--- src/rtl/mos_pkg.sv ---
// Package for the metronome onset scheduler: payload structs, sizes and state codes.
// Depends on nothing; imported by the scheduler core.
`timescale 1ns / 1ps

package mos_pkg;

	// Largest number of onsets reported for one audio block.
	localparam int MAX_ONSETS = 16;
	localparam int CNT_W      = $clog2(MAX_ONSETS + 1);

	// Absolute phase positions and the shared divider widths.
	localparam int POS_W  = 27;
	localparam int NUM_W  = 36;
	localparam int DEN_W  = 24;
	localparam int DSTEPS = NUM_W;
	localparam int DCNT_W = $clog2(DSTEPS);

	// Division jobs run on the shared divider, in this order.
	localparam logic [1:0] DIV_BEAT_PHASE  = 2'd0;
	localparam logic [1:0] DIV_BEAT_FIRST  = 2'd1;
	localparam logic [1:0] DIV_BEAT_STEP   = 2'd2;
	localparam logic [1:0] DIV_ACCENT_FIRST = 2'd3;

	typedef struct packed {
		logic [23:0] interval_length;
		logic [10:0] beats_per_interval;
		logic [15:0] frame_count;
		logic [23:0] interval_position;
	} mos_in_t;

	typedef struct packed {
		logic        valid_res;
		logic        generation_reset;
		logic        has_onset;
		logic [15:0] onset_offset;
		logic        accent;
		logic        last;
	} mos_out_t;

	typedef enum logic [7:0] {
		ST_IDLE   = 8'b0000_0001,
		ST_DLOAD  = 8'b0000_0010,
		ST_DSTEP  = 8'b0000_0100,
		ST_DSTORE = 8'b0000_1000,
		ST_CNTB   = 8'b0001_0000,
		ST_CNTA   = 8'b0010_0000,
		ST_EMIT   = 8'b0100_0000,
		ST_FIN    = 8'b1000_0000
	} mos_state_t;

endpackage

--- src/rtl/metronome_onset_scheduler_core.sv ---
// Metronome onset scheduler core: sequencer around one shared restoring divider.
// Depends on mos_pkg for payload structs, sizes and state codes.
`timescale 1ns / 1ps

// Usage:
// An audio block description enters on item (item_valid / item_ready). The block
// answers on onset (onset_valid / onset_ready) with one transaction per onset in
// ascending offset order, the final one flagged by last. An unusable block (zero
// length, beats or frames) or a block with no onsets gives a single transaction.
// latency_we writes the output latency register with no wait.
// Timing: item_ready is high only while the sequencer is idle. A usable item runs
// four divisions on the shared divider, each a load, 36 bit steps and a store,
// then a counting pass over beats and then accents, then emits one result per
// cycle while onset_ready is high. An unusable item skips the divisions and goes
// straight to the single-result state.
// The result register lets the next item be accepted while the final result of
// the previous one still waits. A stalled receiver holds the sequencer in its
// emitting state. Reset clears the primed flag, the stored length and beats, the
// latency register and all handshake state; no clearing pass is needed.
module metronome_onset_scheduler_core
	import mos_pkg::*;
(
	input  logic        clk,
	input  logic        arst_n,
	input  logic        item_valid,
	output logic        item_ready,
	input  mos_in_t     item,
	output logic        onset_valid,
	input  logic        onset_ready,
	output mos_out_t    onset,
	input  logic        latency_we,
	input  logic [15:0] latency_wdata
);

	mos_state_t        state_q;
	logic [15:0]       latency_q;
	logic              primed_q;
	logic [23:0]       last_len_q;
	logic [10:0]       last_bpi_q;

	logic [23:0]       len_q;
	logic [10:0]       bpi_q;
	logic [POS_W-1:0]  start_q;
	logic [POS_W-1:0]  end_q;
	logic              gen_q;
	logic              fin_valid_q;

	logic [1:0]        sel_q;
	logic [NUM_W-1:0]  div_num_q;
	logic [DEN_W-1:0]  div_den_q;
	logic [DEN_W:0]    div_rem_q;
	logic [DCNT_W-1:0] div_cnt_q;
	logic [23:0]       e_q;

	logic [POS_W-1:0]  bq_q, bq_i_q, aq_q, aq_i_q;
	logic [10:0]       br_q, br_i_q;
	logic [23:0]       stepq_q;
	logic [10:0]       stepr_q;
	logic [CNT_W-1:0]  nb_q, na_q, i_q, j_q;

	logic              out_valid_q;
	mos_out_t          out_q;

	logic              accept;
	logic              in_ok;
	logic              slot_free;
	logic [NUM_W-1:0]  prod;
	logic [DEN_W:0]    rem_sh;
	logic              rem_ge;
	logic [11:0]       br_sum;
	logic              br_wrap;
	logic [10:0]       br_nx;
	logic [POS_W-1:0]  bq_nx;
	logic [CNT_W:0]    tot;
	logic              take_beat;
	logic              is_last;
	logic [23:0]       rem_lo;
	logic [23:0]       gap;

	assign accept      = item_valid && item_ready;
	assign item_ready  = (state_q == ST_IDLE);
	assign onset_valid = out_valid_q;
	assign onset       = out_q;
	assign slot_free   = !out_valid_q || onset_ready;
	assign in_ok       = (item.interval_length != '0) && (item.beats_per_interval != '0) &&
		(item.frame_count != '0);

	// Phase numerator for the first beat: start times beats.
	assign prod = start_q[24:0] * bpi_q;

	// One restoring divider step.
	assign rem_sh = {div_rem_q[DEN_W-1:0], div_num_q[NUM_W-1]};
	assign rem_ge = rem_sh >= {1'b0, div_den_q};

	// Distance from a remainder up to the next multiple of the length.
	assign rem_lo = div_rem_q[23:0];
	assign gap    = (rem_lo == '0) ? 24'd0 : (len_q - rem_lo);

	// Next beat position: quotient step plus remainder carry.
	assign br_sum  = {1'b0, br_q} + {1'b0, stepr_q};
	assign br_wrap = br_sum >= {1'b0, bpi_q};
	assign br_nx   = br_wrap ? 11'(br_sum - {1'b0, bpi_q}) : br_sum[10:0];
	assign bq_nx   = bq_q + POS_W'(stepq_q) + POS_W'(br_wrap);

	// Merge choice between the next beat and the next accent.
	assign tot       = {1'b0, nb_q} + {1'b0, na_q};
	assign take_beat = (j_q >= na_q) || ((i_q < nb_q) && (bq_q <= aq_q));
	assign is_last   = ({1'b0, i_q} + {1'b0, j_q} + (CNT_W+1)'(1)) == tot;

	// Configuration register.
	always_ff @(posedge clk or negedge arst_n) begin
		if (!arst_n) begin
			latency_q <= '0;
		end else if (latency_we) begin
			latency_q <= latency_wdata;
		end
	end

	// Sequencer, divider and onset iterators.
	always_ff @(posedge clk or negedge arst_n) begin
		if (!arst_n) begin
			state_q    <= ST_IDLE;
			primed_q   <= 1'b0;
			last_len_q <= '0;
			last_bpi_q <= '0;
			sel_q      <= '0;
			div_cnt_q  <= '0;
			nb_q       <= '0;
			na_q       <= '0;
			i_q        <= '0;
			j_q        <= '0;
		end else begin
			case (state_q)
				ST_IDLE: begin
					if (accept) begin
						len_q       <= item.interval_length;
						bpi_q       <= item.beats_per_interval;
						start_q     <= POS_W'(item.interval_position) + POS_W'(latency_q);
						end_q       <= POS_W'(item.interval_position) + POS_W'(latency_q) +
							POS_W'(item.frame_count) - POS_W'(1);
						nb_q        <= '0;
						na_q        <= '0;
						sel_q       <= DIV_BEAT_PHASE;
						if (in_ok) begin
							gen_q       <= !primed_q || (last_len_q != item.interval_length) ||
								(last_bpi_q != item.beats_per_interval);
							fin_valid_q <= 1'b1;
							primed_q    <= 1'b1;
							last_len_q  <= item.interval_length;
							last_bpi_q  <= item.beats_per_interval;
							state_q     <= ST_DLOAD;
						end else begin
							gen_q       <= 1'b0;
							fin_valid_q <= 1'b0;
							primed_q    <= 1'b0;
							state_q     <= ST_FIN;
						end
					end
				end
				ST_DLOAD: begin
					div_rem_q <= '0;
					div_cnt_q <= '0;
					case (sel_q)
						DIV_BEAT_PHASE: begin
							div_num_q <= prod;
							div_den_q <= len_q;
						end
						DIV_BEAT_FIRST: begin
							div_num_q <= NUM_W'(e_q);
							div_den_q <= DEN_W'(bpi_q);
						end
						DIV_BEAT_STEP: begin
							div_num_q <= NUM_W'(len_q);
							div_den_q <= DEN_W'(bpi_q);
						end
						default: begin
							div_num_q <= NUM_W'(start_q[24:0]);
							div_den_q <= len_q;
						end
					endcase
					state_q <= ST_DSTEP;
				end
				ST_DSTEP: begin
					div_rem_q <= rem_ge ? (rem_sh - {1'b0, div_den_q}) : rem_sh;
					div_num_q <= {div_num_q[NUM_W-2:0], rem_ge};
					div_cnt_q <= div_cnt_q + DCNT_W'(1);
					if (div_cnt_q == DCNT_W'(DSTEPS - 1)) begin
						state_q <= ST_DSTORE;
					end
				end
				ST_DSTORE: begin
					case (sel_q)
						DIV_BEAT_PHASE: begin
							e_q <= gap;
						end
						DIV_BEAT_FIRST: begin
							bq_q   <= start_q + POS_W'(div_num_q[23:0]);
							bq_i_q <= start_q + POS_W'(div_num_q[23:0]);
							br_q   <= div_rem_q[10:0];
							br_i_q <= div_rem_q[10:0];
						end
						DIV_BEAT_STEP: begin
							stepq_q <= div_num_q[23:0];
							stepr_q <= div_rem_q[10:0];
						end
						default: begin
							aq_q   <= start_q + POS_W'(gap);
							aq_i_q <= start_q + POS_W'(gap);
						end
					endcase
					if (sel_q == DIV_ACCENT_FIRST) begin
						state_q <= ST_CNTB;
					end else begin
						sel_q   <= sel_q + 2'd1;
						state_q <= ST_DLOAD;
					end
				end
				ST_CNTB: begin
					// Count beats in the window, up to the onset limit.
					if ((nb_q < CNT_W'(MAX_ONSETS)) && (bq_q <= end_q)) begin
						nb_q <= nb_q + CNT_W'(1);
						bq_q <= bq_nx;
						br_q <= br_nx;
					end else begin
						state_q <= ST_CNTA;
					end
				end
				ST_CNTA: begin
					// Accents fill the slots the beats leave.
					if ((tot < (CNT_W+1)'(MAX_ONSETS)) && (aq_q <= end_q)) begin
						na_q <= na_q + CNT_W'(1);
						aq_q <= aq_q + POS_W'(len_q);
					end else begin
						bq_q <= bq_i_q;
						br_q <= br_i_q;
						aq_q <= aq_i_q;
						i_q  <= '0;
						j_q  <= '0;
						state_q <= (tot == '0) ? ST_FIN : ST_EMIT;
					end
				end
				ST_EMIT: begin
					if (slot_free) begin
						if (take_beat) begin
							i_q  <= i_q + CNT_W'(1);
							bq_q <= bq_nx;
							br_q <= br_nx;
						end else begin
							j_q  <= j_q + CNT_W'(1);
							aq_q <= aq_q + POS_W'(len_q);
						end
						if (is_last) begin
							state_q <= ST_IDLE;
						end
					end
				end
				ST_FIN: begin
					if (slot_free) begin
						state_q <= ST_IDLE;
					end
				end
				default: begin
					state_q <= ST_IDLE;
				end
			endcase
		end
	end

	// Result register.
	always_ff @(posedge clk or negedge arst_n) begin
		if (!arst_n) begin
			out_valid_q <= 1'b0;
		end else if (slot_free) begin
			if (state_q == ST_EMIT) begin
				out_valid_q <= 1'b1;
			end else if (state_q == ST_FIN) begin
				out_valid_q <= 1'b1;
			end else begin
				out_valid_q <= 1'b0;
			end
		end
	end

	// Result payload.
	always_ff @(posedge clk) begin
		if (slot_free && (state_q == ST_EMIT)) begin
			out_q.valid_res        <= 1'b1;
			out_q.generation_reset <= gen_q;
			out_q.has_onset        <= 1'b1;
			out_q.onset_offset     <= take_beat ? 16'(bq_q - start_q) : 16'(aq_q - start_q);
			out_q.accent           <= !take_beat;
			out_q.last             <= is_last;
		end else if (slot_free && (state_q == ST_FIN)) begin
			out_q.valid_res        <= fin_valid_q;
			out_q.generation_reset <= gen_q;
			out_q.has_onset        <= 1'b0;
			out_q.onset_offset     <= '0;
			out_q.accent           <= 1'b0;
			out_q.last             <= 1'b1;
		end
	end

	// The onset count never passes the limit.
	assert property (@(posedge clk) disable iff (!arst_n)
		tot <= (CNT_W+1)'(MAX_ONSETS))
		else $error("onset count above limit");

	// While emitting, the merge indexes stay inside the counted lists.
	assert property (@(posedge clk) disable iff (!arst_n)
		(state_q == ST_EMIT) |-> ((i_q <= nb_q) && (j_q <= na_q)))
		else $error("merge index past its list");

	// An unusable item goes straight to the single-result state.
	assert property (@(posedge clk) disable iff (!arst_n)
		(accept && !in_ok) |=> (state_q == ST_FIN) && !fin_valid_q && !primed_q)
		else $error("unusable item not rejected");

	// The divider remainder stays below the divisor.
	assert property (@(posedge clk) disable iff (!arst_n)
		(state_q == ST_DSTEP) |-> (div_rem_q < {1'b0, div_den_q}))
		else $error("divider remainder out of range");

endmodule

--- config.mk ---
export PLATFORM = sky130hd
export DESIGN_NAME = metronome_onset_scheduler_core
export DESIGN_NICKNAME = d
export VERILOG_FILES = /design/src/rtl/mos_pkg.sv /design/src/rtl/metronome_onset_scheduler_core.sv
export SDC_FILE = /design/constraint.sdc
export NUM_CORES = 2
export LEC_CHECK = 0
export BUFFER_PORTS_ARGS = -buffer_cell sky130_fd_sc_hd__buf_4
export CAP_MARGIN = 20
export CORE_MARGIN = 2
export CORE_UTILIZATION = 55
export DETAILED_ROUTE_END_ITERATION = 16
export PLACE_DENSITY = 0.72
export SYNTH_ARGS = -nofsm -noshare
export SYNTH_HDL_FRONTEND = slang
export SYNTH_SLANG_ARGS = --single-unit
--- constraint.sdc ---
create_clock -name clk -period 13.3 [get_ports clk]
set_input_delay 2.66 -clock clk [delete_from_list [all_inputs] [get_ports clk]]
set_output_delay 2.66 -clock clk [all_outputs]
set_load 0.05 [all_outputs]
=== After elaboration in Yosys (flattened, before gate mapping) ===
Cells that the tools add are included.
Widths: inputs -> output; s select.

* Register bits: 472
* Bits of input ports: 96
* Output and inout port bits: 23
* Word-level logic and storage cells: 205

* Add/subtract/negate cells: 23
* Multiply operators: 1
* Magnitude comparators: 9
* Equal/unequal tests: 29
* Mux-type cells: 57
* Bitwise operators: 1
* Reductions and logical operators: 48

{| class="wikitable"
|+ Operators by type and width
! cell !! count
|-
| $mux 27 || 9
|-
| $pmux 27 s4 || 1
|-
| $pmux 36 s3 || 1
|-
| $le 27x27->1 || 3
|-
| $pmux 27 s3 || 1
|-
| $mux 11 || 7
|-
| $mux 8 || 9
|-
| $pmux 36 s2 || 1
|-
| $pmux 8 s8 || 1
|-
| $add 27x24->27 || 2
|-
| $add 25x24->26 || 2
|-
| $mux 24 || 2
|-
| $pmux 24 s2 || 1
|-
| $sub 24x24->24 || 2
|-
| $mux 5 || 9
|-
| $pmux 11 s4 || 1
|-
| $mux 20 || 2
|-
| $pmux 5 s2 || 4
|-
| $mul 25x11->36 || 1
|-
| $sub 16x16->16 || 2
|-
| $add 27x1->27 || 1
|-
| $reduce_and 3->1 || 9
|-
| $sub 26x1->27 const B || 1
|-
| $add 25x16->26 || 1
|-
| 53 further kinds || 95
|}

=== Logic depth before layout (Yosys ltp) ===
* Depth after elaboration: 6
* Gate-level depth with buffers: 30
* Gate-level depth less buffers: 28

=== Worst setup path before layout ===
OpenSTA, ideal clock, no wires.

* Path type: input port to flip-flop
* Start: input onset_ready
* End: register bq_q[0], enable pin
* Setup time: 0.528 ns
* Arrival time: 6.848 ns
* Required time: 12.772 ns
* Path slack: 5.924 ns
* Stages on the path: 4
* Path buffers: 0
* Cell sequence: nand2b_1 o21a_1 nand2_1 nor4_1

* Cells in the longest elaborated chain, start to end: 3

{| class="wikitable"
|+ RTL lines
! item !! RTL line !! text
|-
| start, declared || metronome_onset_scheduler_core.sv:29 || <nowiki>input logic onset_ready,</nowiki>
|-
| $logic_or 1x1->1 || metronome_onset_scheduler_core.sv:84 || <nowiki>assign slot_free = !out_valid_q || onset_ready;</nowiki>
|-
| $ne 2x2->1 (no source line) || -- ||
|-
| $reduce_and 7->1 (no source line) || -- ||
|-
| end signal, assigned || metronome_onset_scheduler_core.sv:197 || <nowiki>bq_q <= start_q + POS_W'(div_num_q[23:0]);</nowiki>
|-
| end signal, assigned || metronome_onset_scheduler_core.sv:222 || <nowiki>bq_q <= bq_nx;</nowiki>
|-
| end signal, assigned || metronome_onset_scheduler_core.sv:234 || <nowiki>bq_q <= bq_i_q;</nowiki>
|-
| end, declared || metronome_onset_scheduler_core.sv:55 || <nowiki>logic [POS_W-1:0] bq_q, bq_i_q, aq_q, aq_i_q;</nowiki>
|}

No other way between the ends.
A chain may end at the register's enable or synchronous reset.

=== Worst setup path in the final report ===
* Start: register br_q[0]
* End: register bq_q[26], data pin

* Cells in the longest elaborated chain, start to end: 6
* Elaborated cells between the ends (all ways): 7
* Classes of those cells: add/sub (2); order compare (1); mux (4)

{| class="wikitable"
|+ RTL lines
! item !! RTL line !! text
|-
| start, declared || metronome_onset_scheduler_core.sv:56 || <nowiki>logic [10:0] br_q, br_i_q;</nowiki>
|-
| start signal, assigned || metronome_onset_scheduler_core.sv:199 || <nowiki>br_q <= div_rem_q[10:0];</nowiki>
|-
| start signal, assigned || metronome_onset_scheduler_core.sv:223 || <nowiki>br_q <= br_nx;</nowiki>
|-
| start signal, assigned || metronome_onset_scheduler_core.sv:235 || <nowiki>br_q <= br_i_q;</nowiki>
|-
| $add 11x11->12 (*) || metronome_onset_scheduler_core.sv:100 || <nowiki>assign br_sum = {1'b0, br_q} + {1'b0, stepr_q};</nowiki>
|-
| $ge 12x11->1 (*) || metronome_onset_scheduler_core.sv:101 || <nowiki>assign br_wrap = br_sum >= {1'b0, bpi_q};</nowiki>
|-
| $add 27x1->27 (*) || metronome_onset_scheduler_core.sv:103 || <nowiki>assign bq_nx = bq_q + POS_W'(stepq_q) + POS_W'(br_wrap);</nowiki>
|-
| $mux 27 || metronome_onset_scheduler_core.sv:244 || <nowiki>if (take_beat) begin</nowiki>
|-
| $mux 27 || metronome_onset_scheduler_core.sv:243 || <nowiki>if (slot_free) begin</nowiki>
|-
| $pmux 27 s4 (*) || metronome_onset_scheduler_core.sv:133 || <nowiki>case (state_q)</nowiki>
|-
| end signal, assigned || metronome_onset_scheduler_core.sv:222 ||
|-
| end signal, assigned || metronome_onset_scheduler_core.sv:234 ||
|-
| end signal, assigned || metronome_onset_scheduler_core.sv:246 || <nowiki>bq_q <= bq_nx;</nowiki>
|}

Every way passes the cells marked *; elsewhere a longest branch is shown, timed or not. The select of a mux whose other input is x is not followed.

==> metrics.yaml <==
max_freq_mhz: 135.3
ant_nets: 0
crit_path_start_kind: "register"
dr_total_vias: 31350
postCtsSetupBuffers: 0
diodes: 0
numPortBuffers: 118
grt_pass1_vias: 31000
cts.path.max_buffers: 3
die_w_um: 273.8
clk_pin_slew_worst_paths_ps: 60
fin_nets: 4911
synth_cell_types: 91
clock_sinks: 470
multiInputGateArea_um2: 24080
status: "complete, no violations"
dp_slack_ps: 5546
critPathArrivalTime_ps: 7860
avgSynthCellArea_um2: 9.867
finClkSkew_ps: 28.78
synthAdderAreaFrac: 0.2410
path_max_fanout: 19
synth_xor_xnor_area_share: 0.06017
drtIter0Drc: 3095
ys_seq_elements: 470
synth.yosys.seq_area_share: 0.3410
crit_path_frequent_cell: "a21oi_1"
crit_slowest_cell: "a311o_1"
cts_tree: "built"
worst-endpoint-required_ps: 13770
tightest_slew_ps: 994.4
final.min_clock_period_ps: 7389
place.gp.congestion: 0.9633
slowest_delay_ps: 620
setup_viol: 0
register_area_um2: 13650
remaining_drc_errors: 0
yosysWarningCount: 0
drive_gt1_frac: 0.08292
slew_violations: 0
synth_edf_count: 379
tns_ps: 0
netlist_area_um2: 40030
synth-simple-area-share: 0.1232
clock_latency_ps: 630
drv_cap: 0
cp_top_family: "compound AO/OA/AOI/OAI gates"
async_flop_share: 0.1894
synth_compound_area_frac: 0.1454
cts-buffers-inserted: 53
rows: 98
boundaryPins: 119
cts_hold_buf: 0
fp.dieH_um: 273.8
grt_start_max_net_pins: 53
worstSetupEndpointType: "register"
htreeDepth: 2
layout_setup_ws_ps: 5911
hold_viol_final: 0
die-area_um2: 74960
n_fill_cell: 6051
path_buf_inv: 1
wl_um: 117900
coreArea_um2: 71730
fin_crit_sh: 0.5556
hp-class: "reg2reg"
syn_inst: 4057
wl_per_cell_um: 22.81
cts_root_buf: "clkbuf_16"
initial_utilization: 0.5580
crit_type: "reg2reg"
post_cts_resize_count: 0
viasPerCell: 6.063
synth_ff_type: "edfxtp_1"
drt-pass1-iter-count: 8
area_delta_synth_final_pct: 9.727
antenna_found_initial: 5
grt_pass1_wl_um: 182200
muxShareOfSynthArea: 0.03032
timing.slew.headroom: 0.3199
grt_setup_unrepaired: "false"
dp.final_hpwl_um: 90180
syn_nets: 4792
synth_top_family_by_area: "adder cells"
grt-ovfl-total: 0
grtUsageTotal: 0.3205
-- registers in the layout (all words and copies together), names as in the netlist, 21 cells and up --
signal and cells:
e_q 24, bq_i_q 26, aq_q 27, div_num_q 36, div_den_q 24, div_rem_q 24
len_q 24, bq_q 27, last_len_q 24, onset 21, aq_i_q 26, stepq_q 24
end_q 27, start_q 25
-- final timing paths --
kind                                               to  slack (ps)                   start  depth (start not counted)
max                                bq_q[26]$_DFFE_PP_        5910       br_q[0]$_DFFE_PP_                         28
max reg2reg                        bq_q[26]$_DFFE_PP_        5910       br_q[0]$_DFFE_PP_                         28
min reg2reg                    onset[18]$_SDFFE_PP1P_         440  onset[18]$_SDFFE_PP1P_                          2
min                            onset[18]$_SDFFE_PP1P_         440  onset[18]$_SDFFE_PP1P_                          2
max in group asynchronous   latency_q[14]$_DFFE_PN0P_        9700                  arst_n                          3
min in group asynchronous  last_len_q[16]$_DFFE_PN0P_        2370                  arst_n                          2
-- through the flow --
step | hold slack (ps) | cells | util | instance area [um^2]
6_report | 444.3 | 5171 | 0.6123 | 43920
5_1_grt | 463.1 | 5171 | 0.6123 | 43920
4_1_cts | 449.1 | 5169 | 0.6118 | 43880
3_5_place_dp | 439.0 | 5069 | 0.5872 | 42120
3_3_place_gp | 434.2 | 5068 | 0.5869 | 42100
2_1_floorplan | 433.7 | 4057 | - | 40030
-- logic make-up after synthesis --
| group | after synthesis |
|---|---|
| flip-flops | 470 |
| AND/OR/NAND/NOR | 1057 |
| adder cells (fa/ha/maj) | 639 |
| buffers and inverters | 612 |
| XOR/XNOR | 275 |
| AO/OA/AOI/OAI | 893 |
| multiplexers | 111 |
-- synthesized netlist by cell type, types with 8 or more instances --
cell / number / area, um^2
buf_1: 9 / 33.78
mux2_1: 29 / 326.6
a211o_1: 8 / 70.07
xor2_1: 89 / 779.5
xnor2_1: 186 / 1629
or3_1: 15 / 93.84
nand3_1: 48 / 240.2
a211oi_1: 32 / 240.2
a222oi_1: 9 / 90.09
a21oi_1: 230 / 1151
and2_1: 34 / 212.7
a22o_1: 13 / 113.9
dfrtp_1: 88 / 2202
nand2b_1: 35 / 219.0
o21ai_1: 15 / 75.07
o31a_1: 11 / 96.34
a221oi_1: 18 / 157.7
nor3b_1: 12 / 90.09
o211ai_1: 14 / 105.1
nand2_1: 378 / 1419
nor3_1: 48 / 240.2
o21a_1: 34 / 255.2
fa_1: 220 / 4404
o21ai_0: 193 / 965.9
a31oi_1: 22 / 137.6
a21o_1: 114 / 855.8
nor2_1: 288 / 1081
edfxtp_1: 379 / 11380
inv_1: 489 / 1836
nor2b_1: 52 / 325.3
o31ai_1: 11 / 82.58
nand4_1: 53 / 331.6
a221o_1: 19 / 190.2
mux2i_1: 29 / 290.3
a22oi_1: 38 / 285.3
mux2_2: 53 / 596.8
clkinv_1: 9 / 33.78
o21bai_1: 46 / 345.3
nor4_1: 33 / 206.5
and3_1: 24 / 150.1
clkbuf_1: 96 / 360.4
ha_1: 419 / 5243
-- per-layer routing --
| metal | wire length (um) | global-route usage | share of wire |
|---|---|---|---|
| met1 | 48320 | 0.4284 | 0.41 |
| met2 | 52520 | 0.4977 | 0.45 |
| met3 | 10780 | 0.06675 | 0.091 |
| met4 | 6251 | 0.1552 | 0.053 |
| met5 | 57 | 0 | 0.00048 |
-- tightest hold or removal path: cells and delay by family (launching register included) --
family / cells / cell delay (ps)
flops: 1 / 310
simple gates: 2 / 90
-- placed cells by master (no fill, tap or decap), types with 114 or more instances in the layout --
master / n
a21o_1: 114
a21oi_1: 229
buf_4: 174
edfxtp_1: 379
fa_1: 220
ha_1: 419
inv_1: 489
nand2_1: 378
nor2_1: 283
o21ai_0: 193
xnor2_1: 186
-- final cells by class --
cell class,instances,area share
clock inverter,31,0.006438
timing repair buffer,177,0.03111
multi-input combinational,2975,0.5483
inverter,499,0.04264
sequential,470,0.3108
clock buffer,69,0.03367
tap,950,0.02706
Power is not shown: default switching activity piles up to over one toggle a cycle in this logic, so the estimate is an artifact.
